[config.mk]
export PLATFORM = sky130hd
export DESIGN_NAME = ogme_div
export DESIGN_NICKNAME = d
export VERILOG_FILES = /design/src/hdl/ogme_div.sv
export SDC_FILE = /design/constraint.sdc
export NUM_CORES = 1
export LEC_CHECK = 0
export ABC_CLOCK_PERIOD_IN_PS = 10750
export BUFFER_PORTS_ARGS = -buffer_cell sky130_fd_sc_hd__buf_4
export CAP_MARGIN = 30
export CORE_ASPECT_RATIO = 0.75
export CORE_MARGIN = 8
export CORE_UTILIZATION = 61
export CTS_BUF_LIST = sky130_fd_sc_hd__clkbuf_8
export CTS_CLUSTER_SIZE = 40
export DETAILED_ROUTE_END_ITERATION = 8
export PLACE_DENSITY = 0.9
export SLEW_MARGIN = 20
export SYNTH_ARGS = -nofsm -noshare
export SYNTH_HDL_FRONTEND = slang
export SYNTH_SLANG_ARGS = --single-unit
export TNS_END_PERCENT = 1
[constraint.sdc]
create_clock -name i_clk -period 10.75 [get_ports i_clk]
set_input_delay 0.5375 -clock i_clk [delete_from_list [all_inputs] [get_ports i_clk]]
set_output_delay 0.5375 -clock i_clk [all_outputs]
set_load 0.01 [all_outputs]
[src/hdl/ogme_div.sv]
// Bit-serial restoring divider: 64-bit dividend by 33-bit divisor, one bit per cycle.
// Depends on nothing; instantiated by the top level.
module ogme_div (
    input  logic        i_clk,
    input  logic        i_rst_n,
    input  logic        i_start,
    input  logic [63:0] i_num,
    input  logic [32:0] i_den,
    output logic        o_done,
    output logic [63:0] o_quot
);

    logic        r_busy;
    logic        r_done;
    logic [5:0]  r_cnt;
    logic [63:0] r_num;
    logic [32:0] r_rem;
    logic [32:0] r_den;

    logic [33:0] rem_sh;
    logic        ge;

    // Shift in the next dividend bit, subtract when it fits
    assign rem_sh = {r_rem, r_num[63]};
    assign ge     = (rem_sh >= {1'b0, r_den});

    always_ff @(posedge i_clk) begin
        if (!i_rst_n) begin
            r_busy <= 1'b0;
            r_done <= 1'b0;
            r_cnt  <= '0;
        end else begin
            r_done <= 1'b0;
            if (i_start) begin
                r_busy <= 1'b1;
                r_cnt  <= '0;
                r_num  <= i_num;
                r_den  <= i_den;
                r_rem  <= '0;
            end else if (r_busy) begin
                r_rem  <= ge ? 33'(rem_sh - {1'b0, r_den}) : rem_sh[32:0];
                r_num  <= {r_num[62:0], ge};
                r_cnt  <= r_cnt + 6'd1;
                if (r_cnt == 6'd63) begin
                    r_busy <= 1'b0;
                    r_done <= 1'b1;
                end
            end
        end
    end

    assign o_done = r_done;
    assign o_quot = r_num;

endmodule

# Word-level counts from Yosys, hierarchy flattened
# Index checks and enable logic that the tools add are counted.
[op_classes]
reduce_logical = 5
bitwise = 2
muxes = 8
n_addsub = 2
eq_ne = 1
order_cmp = 1
[ops]
columns = ["cell", "count"]
rows = [
  ["$mux W64", 2],
  ["$mux W33", 2],
  ["$ge A34 B33 Y1", 1],
  ["$sub A33 B33 Y33", 1],
  ["$add A6 B1 Y6 const B", 1],
  ["$eq A6 B6 Y1 const B", 1],
  ["$mux W1", 4],
  ["$reduce_and A2 Y1", 2],
  ["$reduce_or A3 Y1", 1],
  ["$not A1 Y1", 2],
  ["$reduce_bool A2 Y1", 1],
  ["$reduce_or A2 Y1", 1],
]
[word_totals]
out_inout_bits = 65
inputBits = 100
word_cells = 25
regBits = 138

# Depth between registers and ports, before layout
# Gate-level depths: netlist of run 1.
[logic_depth]
word_depth = 4
mapped_depth = 14
ltp_nobuf = 12

# Worst setup path after synthesis of run 1
# OpenSTA, ideal clock, no wires.
[synth_timing]
path_kind = "input -> register"
start = "input i_start"
end = "register r_num[0] (netlist: o_quot[0]) (enable)"
arrival_ns = 3.301
cell_stages = 3
t_required_ns = 10.286
n_path_buf = 2
setup_slack_ns = 6.985
cell_sequence = "clkbuf_1 > clkbuf_1 > o21a_1"
[synth_between]
elab_chain_len = 2
[synth_lines]
columns = ["item", "line_no", "text"]
rows = [
  ["from (decl)", "6", "input logic i_start,"],
  ["$reduce_bool A2 Y1 (no line)", "-", ""],
  ["$reduce_and A2 Y1 (no line)", "-", ""],
  ["to (signal assigned)", "37", "r_num <= i_num;"],
  ["to (signal assigned)", "42", "r_num <= {r_num[62:0], ge};"],
  ["to (decl)", "16", "logic [63:0] r_num;"],
]
# Every way passes these cells.
# A chain may end at the register's enable or synchronous reset.

# Worst setup path in the final report of run 1
[layout_timing]
start = "register r_num[63] (netlist: o_quot[63])"
end = "register r_rem[22], data pin"
[layout_between]
elab_chain_len = 3
[layout_lines]
columns = ["item", "line_no", "text"]
rows = [
  ["$sub A33 B33 Y33 / $ge A34 B33 Y1 (equally long branches)", "41, 25", ""],
  ["$mux W33 (*)", "41", "r_rem <= ge ? 33'(rem_sh - {1'b0, r_den}) : rem_sh[32:0];"],
  ["$mux W33 (*)", "40", "end else if (r_busy) begin"],
  ["to (signal assigned)", "41", ""],
  ["to (decl)", "17", "logic [32:0] r_rem;"],
]
# Mark *: on every way between the ends. The rest lies on a longest branch, timed or not. The select of a mux whose other input is x is not followed.

==> impl_results.md, run 1 <==
* Post-Synth XOR/XNOR Area at 3.39%
* Via density at 5.93
* CP Launch Type: register
* R2R Setup Slk at 7040 ps
* Drt initial violations at approximately 620
* DR pass1 iterations at 5
* Met3 Track Usage GR at 5.99%
* GR met2 Demand/Resource at roughly 39%
* Post-Syn Instances at 631
* Final slew viol count at 0
* Avg Cell Area, Syn at ~12 µm²
* Total GRT Usage at between 20% and 30%
* Crit path capture type: register
* Dominant cell type by area after synthesis: edfxtp_1
* Largest net degree at the start of global routing at a little under 60
* Post-synthesis mux area share at 10.7%
* GP Congestion at around 0.95
* Post-synth top cells: 130 x edfxtp_1, 64 x mux2_2, 57 x nand2_1, 52 x a21oi_1, 41 x nor2_1
* Grt met1 use at 29.8%
* PD cells at 162 nW/µm²
* Post-synth EDFFs at 130
* Dpl cell area at 8860 µm²
* Area Overhead vs Synth at 23.8%
* Worst Path Required at 11,020 ps
* Area of the mapped netlist at approximately 7500 µm²
* Crit path cell chain: inv_1 -> ha_1 -> inv_1 -> fa_1 -> a21o_1 -> a221oi_1 -> o211a_1 -> o211ai_2 -> o21ai_2 -> a21o_1 -> nand2_1 -> a21oi_1
* Hold crit path type: in2reg
* Post-Synth Simple-Gate Area at 9.40%
* GRT overflow at 0
* Post-DRT Antenna Nets at 0
* Clock Pin Slew Worst Setup and Hold Paths at around 90 ps
* Clock Latency Late Sink at ~440 ps
* Post-synthesis async set-or-reset flop share at 0%
* Post-Route WL at 19,200 µm
* Hold endpoint: r_den[22]
* Worst hold path startpoint: i_den[22]
* Ranking of synthesized cells by area: edfxtp_1 52%, mux2_2 9.6%, ha_1 5.7%
* Worst Tran Pin Value at 786 ps
* GRT busiest layer: met2
* Hold buffer count at CTS at 0
* Clk_skew at between 15 and 20 ps
* Arr. time, crit path at 3980 ps
* Critical R2R Capture: r_rem[22]
* Worst hold stages at 1
* I/O Pins at 165
* Number of synthesis warnings at 0
* TNS Setup at 0 ps
* Share of the synthesized area in the top cell type at 52.1%
* CP delay by family, top: compound AO/OA/AOI/OAI gates
* Core area at 12,100 µm²
* Adder-Cell Fraction of Synth Area at 5.94%
* DR WL/cell at 19.7 µm
* Layout cell share with drive strength beyond 1 at between 30% and 40%
* Crit path max-delay cell type: a21o_1
* TritonCTS buffer count at 17
* Routed via count at 5,754
* RSZ-0062 raised after global routing: no
* Sum of buffers and inverters on the critical path at 2
* Post-layout util at 76.5%
* Chip height at roughly 110 µm
* DPL Wire Length at between 10,000 and 15,000 µm
* Initial Utilization at around three fifths
* Seq/Total Area, Yosys at 54.2%
* Rel. slew slack at 47.6%
* Worst-path maximum fanout at 19
* Fillers at 792
* Resize count post-CTS at 0
* Post-synthesis compound-gate area fraction at 12.6%
* Final Hold Vio Count at 0
* Peak supply drop at slightly below 100 µV
* Max Freq at 0.270 GHz
* Diodes inserted at 0
* Largest family of logic cells by synthesized area: compound AO/OA/AOI/OAI gates
* Postcts setup bufs at 0
* Clock period minus worst slack at around 3700 ps
* Post-layout nets at 926
* Max Cap Viol at 0
* Critical R2R Launch: o_quot[63]
* Chip width at 144 µm
* Crit path largest cell delay at about 660 ps
* Clock Tree Buf Depth at 2
* WS Path Type: reg2reg
* Synth cell types at 58
* Vias in the first global route at approximately 6k
* Synth Register Bits at 138
* Clk sink count at 138
* CTS tree: done
* Outcome: finished clean
* Initial antenna violation count at 0
* Finished Cell Area at 9280 µm²
* First-pass GRT wire length at 30,200 µm
* Setup violators final at 0
* Std cell rows at 35
* Die area at 16,100 µm²
* Worst reg2reg path depth at 12
* Dominant synthesized flop cell: edfxtp_1
* CTS H-tree depth at 4
* Pleak at 3.82 nW
* Drt drc at 0
* Most common cell in the netlist: edfxtp_1
* CTS root buf: clkbuf_8
* Port buffer count at 164
* Synthesized Nets at between 700 and 800
* Period utilization at 34.5%
## area by class of cell
class / count / area [µm²] / area share, %
repair buffers: 169 / 1290 / 13.9
inverters: 39 / 146 / 1.58
well taps: 166 / 208 / 2.24
clock buffers: 17 / 234 / 2.52
flip-flops and latches: 138 / 4060 / 43.8
multi-input cells: 426 / 3150 / 34.0
clock inverters: 15 / 183 / 1.97
## report_power, final
part,total (W),switching [W],internal (W)
registers,0.000664,0.0000215,0.000642
clock network,0.000449,0.000233,0.000217
logic,0.000394,0.000221,0.000173
total,0.00151,0.000475,0.00103
## layout by cell type, fill, tap and decap left out, types with 11 or more instances in the layout
cell type	instances
buf_4	168
edfxtp_1	130
mux2_2	64
nand2_1	57
a21oi_1	52
nor2_1	41
inv_1	39
ha_1	34
o21ai_0	19
xnor2_1	18
clkbuf_8	17
nand3_1	15
a21o_1	14
xor2_1	11
## per-layer routing
layer,share of wire (%),vias up
li1,-,2659
met1,40,2752
met2,49,297
met3,8.2,46
met4,3.0,0
met5,0,-
## worst max path at each step
| stage | start | to | slack (ps) | depth (start not counted) |
|---|---|---|---|---|
| 2_1_floorplan | i_start | o_quot[0] | 6980 | 3 |
| 3_3_place_gp | r_rem[20] | r_rem[3] | 7240 | 10 |
| 3_5_place_dp | r_rem[18] | r_rem[23] | 7170 | 10 |
| 4_1_cts | o_quot[63] | r_rem[22] | 7110 | 12 |
| 5_1_grt | o_quot[63] | r_rem[22] | 6790 | 12 |
| 6_report | o_quot[63] | r_rem[22] | 7040 | 12 |
## sequential cells by signal, summed over array words and instances (netlist names)
name    flops
r_cnt       6
r_rem      33
o_done      1
r_den      33
r_busy      1
o_quot     64
## through the flow
| step | cells | setup slack, ps | power (W) | hold WS, ps |
|---|---|---|---|---|
| floorplan | 631 | 6980 | 0.000944 | 458 |
| global placement | 937 | 7240 | 0.00104 | 471 |
| detailed placement | 938 | 7170 | 0.00106 | 486 |
| CTS | 970 | 7110 | 0.00150 | 248 |
| global route | 970 | 6790 | 0.00157 | 237 |
| finish | 970 | 7040 | 0.00151 | 263 |
## worst register-to-register path, delay by kind of cell, from the launching register on
family	cells	cell delay, ps
AO/OA/AOI/OAI	7	2260
buffers and inverters	2	160
adder cells (fa/ha/maj)	2	570
AND/OR/NAND/NOR	1	140
flip-flops	1	410
## cell families after synthesis
kind of cell,count (synthesis)
compound gates,136
xor+xnor,29
fa+ha+maj,35
buf+inv,67
flops,138
mux,72
simple gates,154
Note: power is estimated with default switching activity, not from simulation.
==> run 2: changes to the inputs <==
Settings changed: ABC_CLOCK_PERIOD_IN_PS 10750 to 3700, CORE_UTILIZATION 61 to 57, PLACE_DENSITY 0.9 to 0.85.
Clock period 10.75 ns to 3.7 ns, I/O delays scaled along.
==> impl_results.md, run 2 (synthesized netlist as in run 1, its figures left out) <==
* Outcome: finished clean
* Drt drc at 0 (unchanged)
* Post-layout nets at 967 (+4.4%)
* Post-DRT Antenna Nets at 0 (unchanged)
* Max Cap Viol at 0 (unchanged)
* I/O Pins at 165 (unchanged)
* GRT overflow at 0 (unchanged)
* Core area at 12,900 µm² (+6.6%)
* Clock Pin Slew Worst Setup and Hold Paths at 90 ps (about the same)
* Finished Cell Area at 9700 µm² (+4.5%)
* Worst Tran Pin Value at 708 ps (-78.0 ps)
* DR WL/cell at 19.0 µm (-3.6%)
* Initial Utilization at 58.0% (-3.8 points)
* Hold WS at 22.9 ps (-240 ps)
* Via density at 5.73 (-3.4%)
* Clk sink count at 138 (unchanged)
* Post-layout util at 75.0% (-1.5 points)
* Clock period minus worst slack at 3370 ps (-341 ps)
* Commonest non-fill, non-tap cell in the layout: buf_4
* CP Launch Type: register
* Max Freq at 0.297 GHz (+10%)
* CTS tree: done
* First-pass GRT wire length at 30,000 µm (-0.64%)
* Arr. time, crit path at 3560 ps (-420 ps)
* Drt initial violations at 627 (+0.97%)
* Max reg flops at 64 (unchanged)
* Layout cell share with drive strength beyond 1 at 33.6% (-1.6 points)
* Port buffer count at 164 (unchanged)
* Pleak at 3.99 nW (+4.5%)
* Vias in the first global route at 5,957 (+1.2%)
* Peak supply drop at 300 µV (+200%)
* WS Path Type: reg2reg
* Largest net degree at the start of global routing at 70 (+21%)
* Most frequent cells in the layout: 168 x buf_4, 130 x edfxtp_1, 64 x mux2_2, 57 x nand2_1, 52 x a21oi_1
* Final WS setup at 333 ps (-6710 ps)
* Dpl cell area at 8880 µm² (+0.21%)
* DR pass1 iterations at 5 (unchanged)
* CTS root buf: clkbuf_8
* RSZ-0062 raised after global routing: no
* Initial antenna violation count at 0 (unchanged)
* Routed via count at 5,822 (+1.2%)
* Post-Route WL at 19,300 µm (+0.92%)
* Chip width at 148 µm (+3.1%)
* Chip height at 115 µm (+3.0%)
* Area Overhead vs Synth at 29.4%
* Std cell rows at 36 (+2.9%)
* Final slew viol count at 0 (unchanged)
* DPL Wire Length at 13,500 µm (-2.7%)
* Hold crit path type: in2reg
* Diodes inserted at 0 (unchanged)
* Rel. slew slack at 52.8% (+5.2 points)
* GP Congestion at 0.945 (about the same)
* Pre-CTS WS at 394 ps (-6780 ps)
* Setup violators final at 0 (unchanged)
* Period utilization at 91.0% (+57 points)
* Clock Latency Late Sink at 460 ps (+20 ps)
* Worst Path Required at 3890 ps (-7130 ps)
* Worst-path maximum fanout at 4 (-15)
* TNS Setup at 0 ps (unchanged)
* TritonCTS buffer count at 17 (unchanged)
* Clk_skew at 12.2 ps (-4.77 ps)
* CTS H-tree depth at 4 (unchanged)
* Total GRT Usage at 22.5% (-1.5 points)
* Postcts setup bufs at 0 (unchanged)
* Final Hold Vio Count at 0 (unchanged)
* PD cells at 455 nW/µm² (+180%)
* Crit path capture type: register
* Clock Tree Buf Depth at 2 (unchanged)
* Die area at 17,100 µm² (+6.1%)
[run 2: changes by cell type in the layout (fill, tap and decap cells not counted), sizes merged]
cell	previous run	this run
inv	47	46
dlygate4sd3	0	40
clkinv	4	5
buf	169	170
[run 2: cell type report]
type	count	area (µm²)
inverters	39	146
repair buffers	210	1700
clock buffers	17	234
flip-flops and latches	138	4060
fillers	837	3230
well taps	171	214
clock inverters	15	183
multi-input cells	426	3150
[run 2: through the flow]
| step | power (W) | cells |
|---|---|---|
| detailed placement | 0.00308 | 944 |
| floorplan | 0.00274 | 631 |
| global route | 0.00461 | 1016 |
| finish | 0.00441 | 1016 |
| CTS | 0.00440 | 1011 |
| global placement | 0.00304 | 944 |
[run 2: path summary, 6_finish.rpt]
path              depth (start not counted)  slack, ps  startpoint    endpoint
setup reg to reg                         12        330  o_quot[63]   r_rem[18]
setup / recovery                         12        330  o_quot[63]   r_rem[18]
hold reg to reg                           2        550    r_cnt[5]    r_cnt[5]
hold / removal                            2         20   i_num[18]  o_quot[18]
[run 2: per-layer routing]
| metal | vias to the layer above | share of wire (%) | GRT usage [%] |
|---|---|---|---|
| met5 | - | 0 | 0 |
| met2 | 230 | 49 | 37.4 |
| met1 | 2789 | 41 | 26.5 |
| met4 | 0 | 3.2 | 10.5 |
| met3 | 51 | 6.6 | 6.53 |
| li1 | 2752 | - | - |
[run 2: power breakdown]
part | leakage [nW] | internal (W) | switching, W
registers | 1.31 | 0.00187 | 0.0000621
clock network | 0.209 | 0.000627 | 0.000674
logic | 2.47 | 0.000543 | 0.000636
total | 3.99 | 0.00304 | 0.00137
[run 2: timing repair]
| action | in CTS | in global routing |
|---|---|---|
| resized for setup | 0 | 0 |
| hold endpoints to repair | 35 | 5 |
| hold buffers | 35 | 5 |
[run 2: critical path: stages (launching register included)]
cell      delay, ps
edfxtp_1        410
inv_1            80
ha_1            160
inv_1            50
fa_1            400
a21o_1          210
a221oi_1        430
o211a_1         330
o21ai_0         200
a21boi_0        370
o21ai_0         170
xnor2_1         200
a211oi_2         90
