--- config.mk ---
export PLATFORM = sky130hd
export DESIGN_NAME = ogme_isqrt
export DESIGN_NICKNAME = d
export VERILOG_FILES = /design/src/hdl/ogme_isqrt.sv
export SDC_FILE = /design/constraint.sdc
export NUM_CORES = 1
export LEC_CHECK = 0
export BUFFER_PORTS_ARGS = -buffer_cell sky130_fd_sc_hd__clkbuf_2
export CAP_MARGIN = 0
export CORE_UTILIZATION = 30
export DETAILED_ROUTE_END_ITERATION = 16
export MAX_ROUTING_LAYER = met4
export SETUP_SLACK_MARGIN = 0.05
export SLEW_MARGIN = 15
export SYNTH_ARGS = -nofsm -noshare
export SYNTH_HDL_FRONTEND = slang
export SYNTH_SLANG_ARGS = --single-unit
--- constraint.sdc ---
create_clock -name i_clk -period 8.8 [get_ports i_clk]
set_input_delay 1.32 -clock i_clk [delete_from_list [all_inputs] [get_ports i_clk]]
set_output_delay 1.32 -clock i_clk [all_outputs]
set_load 0.01 [all_outputs]
--- src/hdl/ogme_isqrt.sv ---
// Iterative floor square root of a 64-bit radicand, one result bit per cycle.
// Depends on nothing; instantiated by the top level.
module ogme_isqrt (
    input  logic        i_clk,
    input  logic        i_rst_n,
    input  logic        i_start,
    input  logic [63:0] i_rad,
    output logic        o_done,
    output logic [31:0] o_root
);

    logic        r_busy;
    logic        r_done;
    logic [4:0]  r_cnt;
    logic [63:0] r_x;
    logic [35:0] r_rem;
    logic [31:0] r_root;

    logic [35:0] rem_sh;
    logic [35:0] trial;
    logic        ge;

    // One digit: bring down two bits, try subtracting 4*root+1
    assign rem_sh = {r_rem[33:0], r_x[63:62]};
    assign trial  = {2'b00, r_root, 2'b01};
    assign ge     = (rem_sh >= trial);

    always_ff @(posedge i_clk) begin
        if (!i_rst_n) begin
            r_busy <= 1'b0;
            r_done <= 1'b0;
            r_cnt  <= '0;
        end else begin
            r_done <= 1'b0;
            if (i_start) begin
                r_busy <= 1'b1;
                r_cnt  <= '0;
                r_x    <= i_rad;
                r_rem  <= '0;
                r_root <= '0;
            end else if (r_busy) begin
                r_x    <= {r_x[61:0], 2'b00};
                r_rem  <= ge ? (rem_sh - trial) : rem_sh;
                r_root <= {r_root[30:0], ge};
                r_cnt  <= r_cnt + 5'd1;
                if (r_cnt == 5'd31) begin
                    r_busy <= 1'b0;
                    r_done <= 1'b1;
                end
            end
        end
    end

    assign o_done = r_done;
    assign o_root = r_root;

endmodule

Yosys cells after proc, flatten, opt, wreduce, memory -nomap -nowiden
Index checks and enable logic that the tools add are counted.
{ "totals": {"elab_cells": 25, "regBits": 137, "output_inout_bits": 33} }
{ "classes": {"n_lt_le_gt_ge": 1, "eq_ne": 1, "muxes": 9, "reduce_logical": 4, "n_bitwise": 2, "addsub": 2} }
{ "ops": {"columns": ["op", "n"], "rows": [
  ["64-bit two-way mux", 2],
  ["34-bit two-way mux", 2],
  ["36-bit by 34-bit greater-or-equal comparator with 1-bit output", 1],
  ["34-bit subtractor", 1],
  ["32-bit two-way mux", 1],
  ["5-bit by 1-bit adder with 5-bit output (second input constant)", 1],
  ["5-bit == test (second input constant)", 1],
  ["1-bit two-way mux", 4],
  ["3-bit OR reduction", 1],
  ["1-bit inverter", 2],
  ["2-bit AND reduction", 1],
  ["2-bit nonzero test", 1],
  ["2-bit OR reduction", 1]
]} }

Longest topological paths before layout
Gate-level depths: netlist of run 1.
{ "depth": {"word_depth": 4, "depth_mapped": 14} }

Least setup slack after synthesis of run 1
OpenSTA, ideal clock, no wires.
{ "synth_path": {"path_kind": "in2reg", "from": "in i_start", "to": "reg r_root[0], in the netlist o_root[0] (enable)", "setup_slack_ns": 3.550, "setup_ns": 0.501, "n_path_buf": 2, "arrival_time_ns": 4.750, "stages": 3, "cell_sequence": "clkbuf_1 > clkbuf_1 > o21a_1"} }
{ "synth_between": {"elab_chain_len": 2} }
{ "synth_rtl": {"columns": ["item", "line", "source"], "rows": [
  ["start: declaration", "6", "input logic i_start,"],
  ["2-bit nonzero test (no line)", null, null],
  ["2-bit AND reduction (no line)", null, null],
  ["end signal: assignment", "44", "r_root <= {r_root[30:0], ge};"],
  ["end: declaration", "17", "logic [31:0] r_root;"]
]} }
No other way between the ends.
A chain may end at the register's enable or synchronous reset.

Final worst setup path of run 1
{ "layout_path": {"from": "reg r_rem[9]", "to": "reg r_rem[33] (data pin)"} }
{ "layout_between": {"elab_chain_len": 3} }
{ "layout_rtl": {"columns": ["item", "line", "source"], "rows": [
  ["start: declaration", "16", "logic [35:0] r_rem;"],
  ["start signal: assignment", "43", "r_rem <= ge ? (rem_sh - trial) : rem_sh;"],
  ["34-bit subtractor or 36-bit by 34-bit greater-or-equal comparator with 1-bit output (tied branches)", "43, 26", null],
  ["34-bit two-way mux (*)", "43", null],
  ["34-bit two-way mux (*)", "41", "end else if (r_busy) begin"]
]} }
Every way passes the cells marked *; elsewhere a longest branch is shown, timed or not. The select of a mux whose other input is x is not followed.

==> results of run 1 <==
-- sequential cells by signal, indices dropped and copies added (netlist names) --
name and flops:
r_x 64, r_rem 34, o_root 32, r_cnt 5
o_done 1, r_busy 1
-- cells in the mapped netlist (2+ instances only) --
master | n | area (sq um)
a211oi_1 | 6 | 45.04
and4_1 | 2 | 17.52
a21o_1 | 13 | 97.59
o21bai_1 | 4 | 30.03
nand3_1 | 13 | 65.06
mux2_2 | 62 | 698.2
xnor2_1 | 17 | 148.9
and2_1 | 4 | 25.02
a221oi_1 | 2 | 17.52
o21ai_1 | 2 | 10.01
nor3_1 | 7 | 35.03
nor2_1 | 59 | 221.5
clkbuf_1 | 17 | 63.81
xor2_1 | 9 | 78.83
buf_6 | 2 | 22.52
o21a_1 | 6 | 45.04
a2111oi_0 | 2 | 17.52
a21oi_2 | 2 | 17.52
nand2_1 | 65 | 244.0
o211ai_1 | 4 | 30.03
dfxtp_1 | 7 | 140.1
a22o_1 | 2 | 17.52
nand2b_1 | 5 | 31.28
nor2b_1 | 2 | 12.51
o311ai_0 | 2 | 17.52
nor4_1 | 3 | 18.77
o21ai_0 | 17 | 85.08
or3_1 | 3 | 18.77
a21oi_1 | 57 | 285.3
buf_1 | 2 | 7.510
mux2i_1 | 3 | 30.03
buf_2 | 7 | 35.03
ha_1 | 36 | 450.4
or2_2 | 3 | 18.77
a31oi_1 | 3 | 18.77
or4_1 | 2 | 15.01
nand4_1 | 8 | 50.05
inv_1 | 47 | 176.4
and3_1 | 5 | 31.28
edfxtp_1 | 130 | 3904
-- logic make-up (layout without fill, tap and decap cells) --
family	count (synthesis)	after routing	share of synthesized area, %
fa+ha+maj	36	36	6.049
flops	137	137	54.31
compound gates	135	135	11.80
simple gates	182	182	10.91
mux	65	65	9.780
xor+xnor	26	26	3.058
buf+inv	75	182	4.100
-- worst max-delay path, delay by kind of cell (launching register included) --
kind / cells / cell delay (ns)
AND/OR/NAND/NOR: 2 / 0.55
flip-flops: 1 / 0.40
adder cells (fa/ha/maj): 1 / 0.39
AO/OA/AOI/OAI: 7 / 1.67
buffers and inverters: 1 / 0.31
-- worst min-delay path by stage --
stage                          start               endpoint  slack [ns]  cells after the start
2_1_floorplan  r_cnt[4]$_SDFFE_PP0P_  r_cnt[4]$_SDFFE_PP0P_        0.47                      2
3_3_place_gp   r_cnt[4]$_SDFFE_PP0P_  r_cnt[4]$_SDFFE_PP0P_        0.48                      2
3_5_place_dp   r_cnt[4]$_SDFFE_PP0P_  r_cnt[4]$_SDFFE_PP0P_        0.51                      2
4_1_cts        r_cnt[4]$_SDFFE_PP0P_  r_cnt[4]$_SDFFE_PP0P_        0.53                      2
5_1_grt        r_cnt[4]$_SDFFE_PP0P_  r_cnt[4]$_SDFFE_PP0P_        0.54                      2
6_report       r_cnt[4]$_SDFFE_PP0P_  r_cnt[4]$_SDFFE_PP0P_        0.52                      2
-- metal layers --
metal  vias up  wire (um)  track usage, %
met1      2453       7579           17.09
met5         -          0               -
li1       2591          -               -
met2       133       7221           20.35
met3        16       1248           5.288
met4         0        169           3.934
-- stage by stage --
stage / cell area, sq um / setup slack [ns] / total power, mW / utilization, % / hold slack [ns]
floorplan: 7446 / 3.550 / 1.128 / - / 0.4672
global placement: 8258 / 4.782 / 1.218 / 33.96 / 0.4846
detailed placement: 8258 / 4.762 / 1.223 / 33.96 / 0.5112
CTS: 8822 / 5.190 / 1.924 / 36.28 / 0.5269
global route: 8822 / 5.002 / 2.001 / 36.28 / 0.5445
finish: 8822 / 5.222 / 1.903 / 36.28 / 0.5152
-- report_power, final --
part | leakage (nW) | switching (mW) | internal (mW) | total, mW
Sequential | 1.31 | 0.0213 | 0.783 | 0.804
Clock | 0.272 | 0.301 | 0.395 | 0.695
Combinational | 1.95 | 0.233 | 0.170 | 0.403
Total | 3.54 | 0.555 | 1.35 | 1.90
-- layout make-up --
cell class	count	share of cell area [%]
Clock buffer	18	4.865
Clock inverter	14	1.532
Inverter	47	2.000
Multi-Input combinational cell	444	35.19
Sequential cell	137	45.84
Tap cell	324	4.595
Timing Repair Buffer	103	5.985
==> results.toml, run 1 <==
[status]
status = "complete, no violations"

[floorplanning]
die_y_um = 159.5
pin_count = 100
start_util_pct = 30.62
die_x_um = 159.5
row_count = 57
die-area_sq_um = 25450
core_sq_um = 24320

[setup_path]
crit_path_end = "r_rem[33]$_SDFFCE_PP0P_"
critPathKind = "reg -> reg"
critPathRequiredTime_ns = 8.97
cp.arrival_ns = 3.75
r2r-end = "r_rem[33]$_SDFFCE_PP0P_"
critPathLaunch = "r_rem[9]$_SDFFCE_PP0P_"
critPathSlowestCell = "a2111oi_4"
slowest_delay_ns = 0.42
critPathLaunchType = "flip-flop"
reg2reg_from = "r_rem[9]$_SDFFCE_PP0P_"
crit_fanout = 22
cp-end-kind = "flip-flop"
rr_worst_depth = 11
reg2reg_slack_ns = 5.22
path_cells = "ha_1, a21oi_2, o211ai_1, a221oi_2, o211ai_2, a2111oi_4, o21ai_1, and2_1, buf_4, and4_1, a311o_1"

[logic_synthesis]
yosysUniqueCellTypes = 54
ys.flop_type = "edfxtp_1"
synth_edf_count = 130
synth-seq-area-share_pct = 54.31
ys.warnings.count = 0
netlist_area_sq_um = 7446
syn_inst = 656
ys_ff_latch = 137
avgSynthCellArea_sq_um = 11.35
ys_async_sr_fraction_pct = 0
syn_nets = 759

[finish]
drive_above_1_share_pct = 26.87
fill_cells = 2432
fin_cells = 1087
num_antenna_cells = 0
nNetsFinal = 853
layout_common_cells = "edfxtp_1 (130), clkbuf_2 (98), nand2_1 (65)"
ff_latch_area_sq_um = 4044
layout_commonest_cell = "edfxtp_1"
syn_to_final_growth_pct = 18.48
multiInputGateArea_sq_um = 3104

[clocking]
ctsHoldBuffers = 0
cts_tree = "done"
htreeDepth = 4
clock_sinks = 137
cts_setup_buffers = 0
root_buffer = "clkbuf_16"
clk_pin_slew_worst_paths_ns = 0.06
ctsLongestPathBuffers = 2
cts-buffers-inserted = 17
clock_latency_ns = 0.42
cts_resized = 0

[detailed_routing]
num_vias = 5193
route.detailed.drc = 0
wl_per_cell_um = 14.92
drtIter0Drc = 304
vias_per_cell = 4.777
drt_pass1_iterations = 5
ant_nets = 0
wl_um = 16220

[worst_hold_path]
hp-class = "reg -> reg"

[timing]
clock.fmax_mhz = 279.4
slew_viol_final = 0
final-hold-violation-count = 0
fin_crit_sh_pct = 40.66
fin_worst_skew_ns = 0.009726
timing.slew.headroom_pct = 40.30
rsz0062_at_grt = "no"
setup_tns_ns = 0
worstMarginPinSlew_ns = 0.8955
setup_viol = 0
final.min_clock_period_ns = 3.578

[power_and_ir_drop]
leakage_nw = 3.536
power_density_nw_per_um2 = 215.7
ir_worst_vdd_mv = 0.1091

[place]
portBuffers = 99
hpwlAfterDp_um = 11060
placed_cells = 1055
globalplace.congestion = 0.8229

[grt]
antenna_found_initial = 0
grt_max_degree = 74
grt_usage_pct = 13.66
grt.overflow.total = 0
grt_pass1_wl_um = 26470
grt_pass1_vias = 5158

[job]
drv_cap = 0
Power figures use the tool's default switching activity.
==> run 2, diff against run 1 <==
==> constraint.sdc (replaced) <==
create_clock -name i_clk -period 2.9 [get_ports i_clk]
set_input_delay 0.435 -clock i_clk [delete_from_list [all_inputs] [get_ports i_clk]]
set_output_delay 0.435 -clock i_clk [all_outputs]
set_load 0.01 [all_outputs]
==> run 2 against run 1 <==
  * First-iteration DRC count up 2.6%
  * Utilization up 2.6 points
  * Setup slack worse by 5.2 ns
  * Maximum frequency up 25%
  * Largest cell class unchanged
  * Critical path depth unchanged
  * Via count up 3.0%
  * Cell count up 4.4%
  * Critical endpoint unchanged
==> results.toml, run 2 (synthesized netlist as in run 1, its figures left out) <==
[grt]
grt_pass1_wl_um = 27330
grt_pass1_vias = 5468
grt.overflow.total = 0
grt_usage_pct = 13.97
antenna_found_initial = 0
grt_max_degree = 81

[worst_hold_path]
hp-class = "in -> reg"
worstHoldStart = "i_rad[0]"
hold_path_end = "r_x[0]$_SDFFCE_PN0P_"
hold_depth = 2

[power_and_ir_drop]
power.internal_mw = 4.427
comb_power_share_pct = 24.0
p_clk_share_pct = 36.2
leakage_nw = 3.824
finalPower_mw = 6.148
swShare_pct = 27.99
ir_worst_vdd_mv = 0.3500
netSwitchingPower_mw = 1.721
power_density_nw_per_um2 = 650.7
p_seq_share_pct = 39.8

[setup_path]
rr_worst_depth = 11
reg2reg_slack_ns = 0.05
critPathLaunchType = "flip-flop"
slowest_delay_ns = 0.41
crit_buf_inv = 1
cp.arrival_ns = 3.02
critical-path-top-delay-family = "compound AO/OA/AOI/OAI gates"
critPathKind = "reg -> reg"
reg2reg_from = "o_root[9]$_SDFFCE_PP0P_"
cp-end-kind = "flip-flop"
path_cells = "inv_2, ha_4, a21oi_2, o211ai_1, a221oi_2, o211ai_2, a2111oi_4, o21ai_2, and2_4, and4_1, a311o_1"
critPathRequiredTime_ns = 3.06
critPathSlowestCell = "a2111oi_4"
crit_fanout = 6
r2r-end = "r_rem[33]$_SDFFCE_PP0P_"

[timing]
clock.fmax_mhz = 350.6
final-hold-violation-count = 0
timing.slew.headroom_pct = 64.82
rsz0062_at_grt = "yes"
fin_crit_sh_pct = 98.36
worstMarginPinSlew_ns = 0.5232
slew_viol_final = 0
fin_worst_skew_ns = 0.01038
setup_viol = 0
setup_tns_ns = 0
worst_slack_ns = 0.04747
final.min_clock_period_ns = 2.853

[finish]
top_register = "r_x"
layout_commonest_cell = "edfxtp_1"
layout_common_cells = "edfxtp_1 (130), clkbuf_2 (98), nand2_1 (62), mux2_2 (62), nor2_1 (59)"
drive_above_1_share_pct = 35.51
num_antenna_cells = 0
fill_cells = 2333
fin_cells = 1135
syn_to_final_growth_pct = 26.90
largest_reg_flops = 64
nNetsFinal = 903

[place]
globalplace.congestion = 0.8494
hpwlAfterDp_um = 11890
placed_cells = 1095
portBuffers = 99
post-place-ws_ns = -0.06439

[detailed_routing]
wl_um = 16720
ant_nets = 0
vias_per_cell = 4.712
drtIter0Drc = 312
wl_per_cell_um = 14.73
route.detailed.drc = 0
drt_pass1_iterations = 6
num_vias = 5348

[clocking]
ctsLongestPathBuffers = 2
clk_pin_slew_worst_paths_ns = 0.06
root_buffer = "clkbuf_16"
clock_sinks = 137
clock_latency_ns = 0.41
cts-buffers-inserted = 17
ctsHoldBuffers = 0
cts_tree = "done"
htreeDepth = 4

[floorplanning]
row_count = 57
die-area_sq_um = 25450
die_y_um = 159.5
pin_count = 100
core_sq_um = 24320
start_util_pct = 30.62
die_x_um = 159.5

[job]
drv_cap = 0

[status]
status = "complete, no violations"
[run 2: cell count changes in the layout (fill, tap and decap cells not counted), moves of 4 or more]
cell / delta
inv_1: -5
a21oi_2: +10
ha_4: +6
inv_2: +5
buf_4: +44
a21oi_1: -10
buf_12: +4
ha_1: -8
[run 2: final cells by class]
class | count | area, sq um | share of cell area (%)
Clock buffer | 17 | 425.4 | 4.502
Clock inverter | 13 | 168.9 | 1.788
Inverter | 47 | 176.4 | 1.867
Multi-Input combinational cell | 444 | 3268 | 34.59
Sequential cell | 137 | 4044 | 42.80
Tap cell | 324 | 405.4 | 4.290
Timing Repair Buffer | 153 | 960.9 | 10.17
[run 2: per-layer routing]
metal	vias to the layer above	GRT usage (%)	part of all wire (%)
li1	2675	-	-
met1	2558	17.13	46
met2	110	22.19	47
met3	5	5.132	6.7
met4	0	2.404	0.45
met5	-	-	0
[run 2: how the worst max path moves through the flow]
stage,start,to,cells past startpoint
floorplan,o_root[11]$_SDFFCE_PP0P_,r_rem[33]$_SDFFCE_PP0P_,13
global placement,o_root[22]$_SDFFCE_PP0P_,r_rem[33]$_SDFFCE_PP0P_,11
detailed placement,o_root[5]$_SDFFCE_PP0P_,r_rem[33]$_SDFFCE_PP0P_,11
CTS,o_root[9]$_SDFFCE_PP0P_,r_rem[33]$_SDFFCE_PP0P_,11
global route,o_root[9]$_SDFFCE_PP0P_,r_rem[33]$_SDFFCE_PP0P_,11
finish,o_root[9]$_SDFFCE_PP0P_,r_rem[33]$_SDFFCE_PP0P_,11
[run 2: what timing repair did]
item,CTS,global route
endpoints found under the setup margin,30,34
resized for setup,18,21
pin swaps,12,9
setup buffers,7,3
[run 2: stage by stage]
stage / area [sq um] / hold WS, ns / util [%]
2_1_floorplan: 7473 / 0.4673 / -
3_3_place_gp: 8621 / 0.4847 / 35.45
3_5_place_dp: 8621 / 0.4992 / 35.45
4_1_cts: 9346 / 0.2809 / 38.43
5_1_grt: 9449 / 0.2912 / 38.85
6_report: 9449 / 0.2951 / 38.85
[run 2: power by group through the flow]
stage / clock network, mW / logic [mW] / registers [mW]
CTS: 2.28 / 1.43 / 2.45
floorplan: 0 / 0.950 / 2.47
global placement: 0 / 1.37 / 2.48
detailed placement: 0 / 1.37 / 2.48
global route: 2.35 / 1.64 / 2.46
finish: 2.23 / 1.48 / 2.44
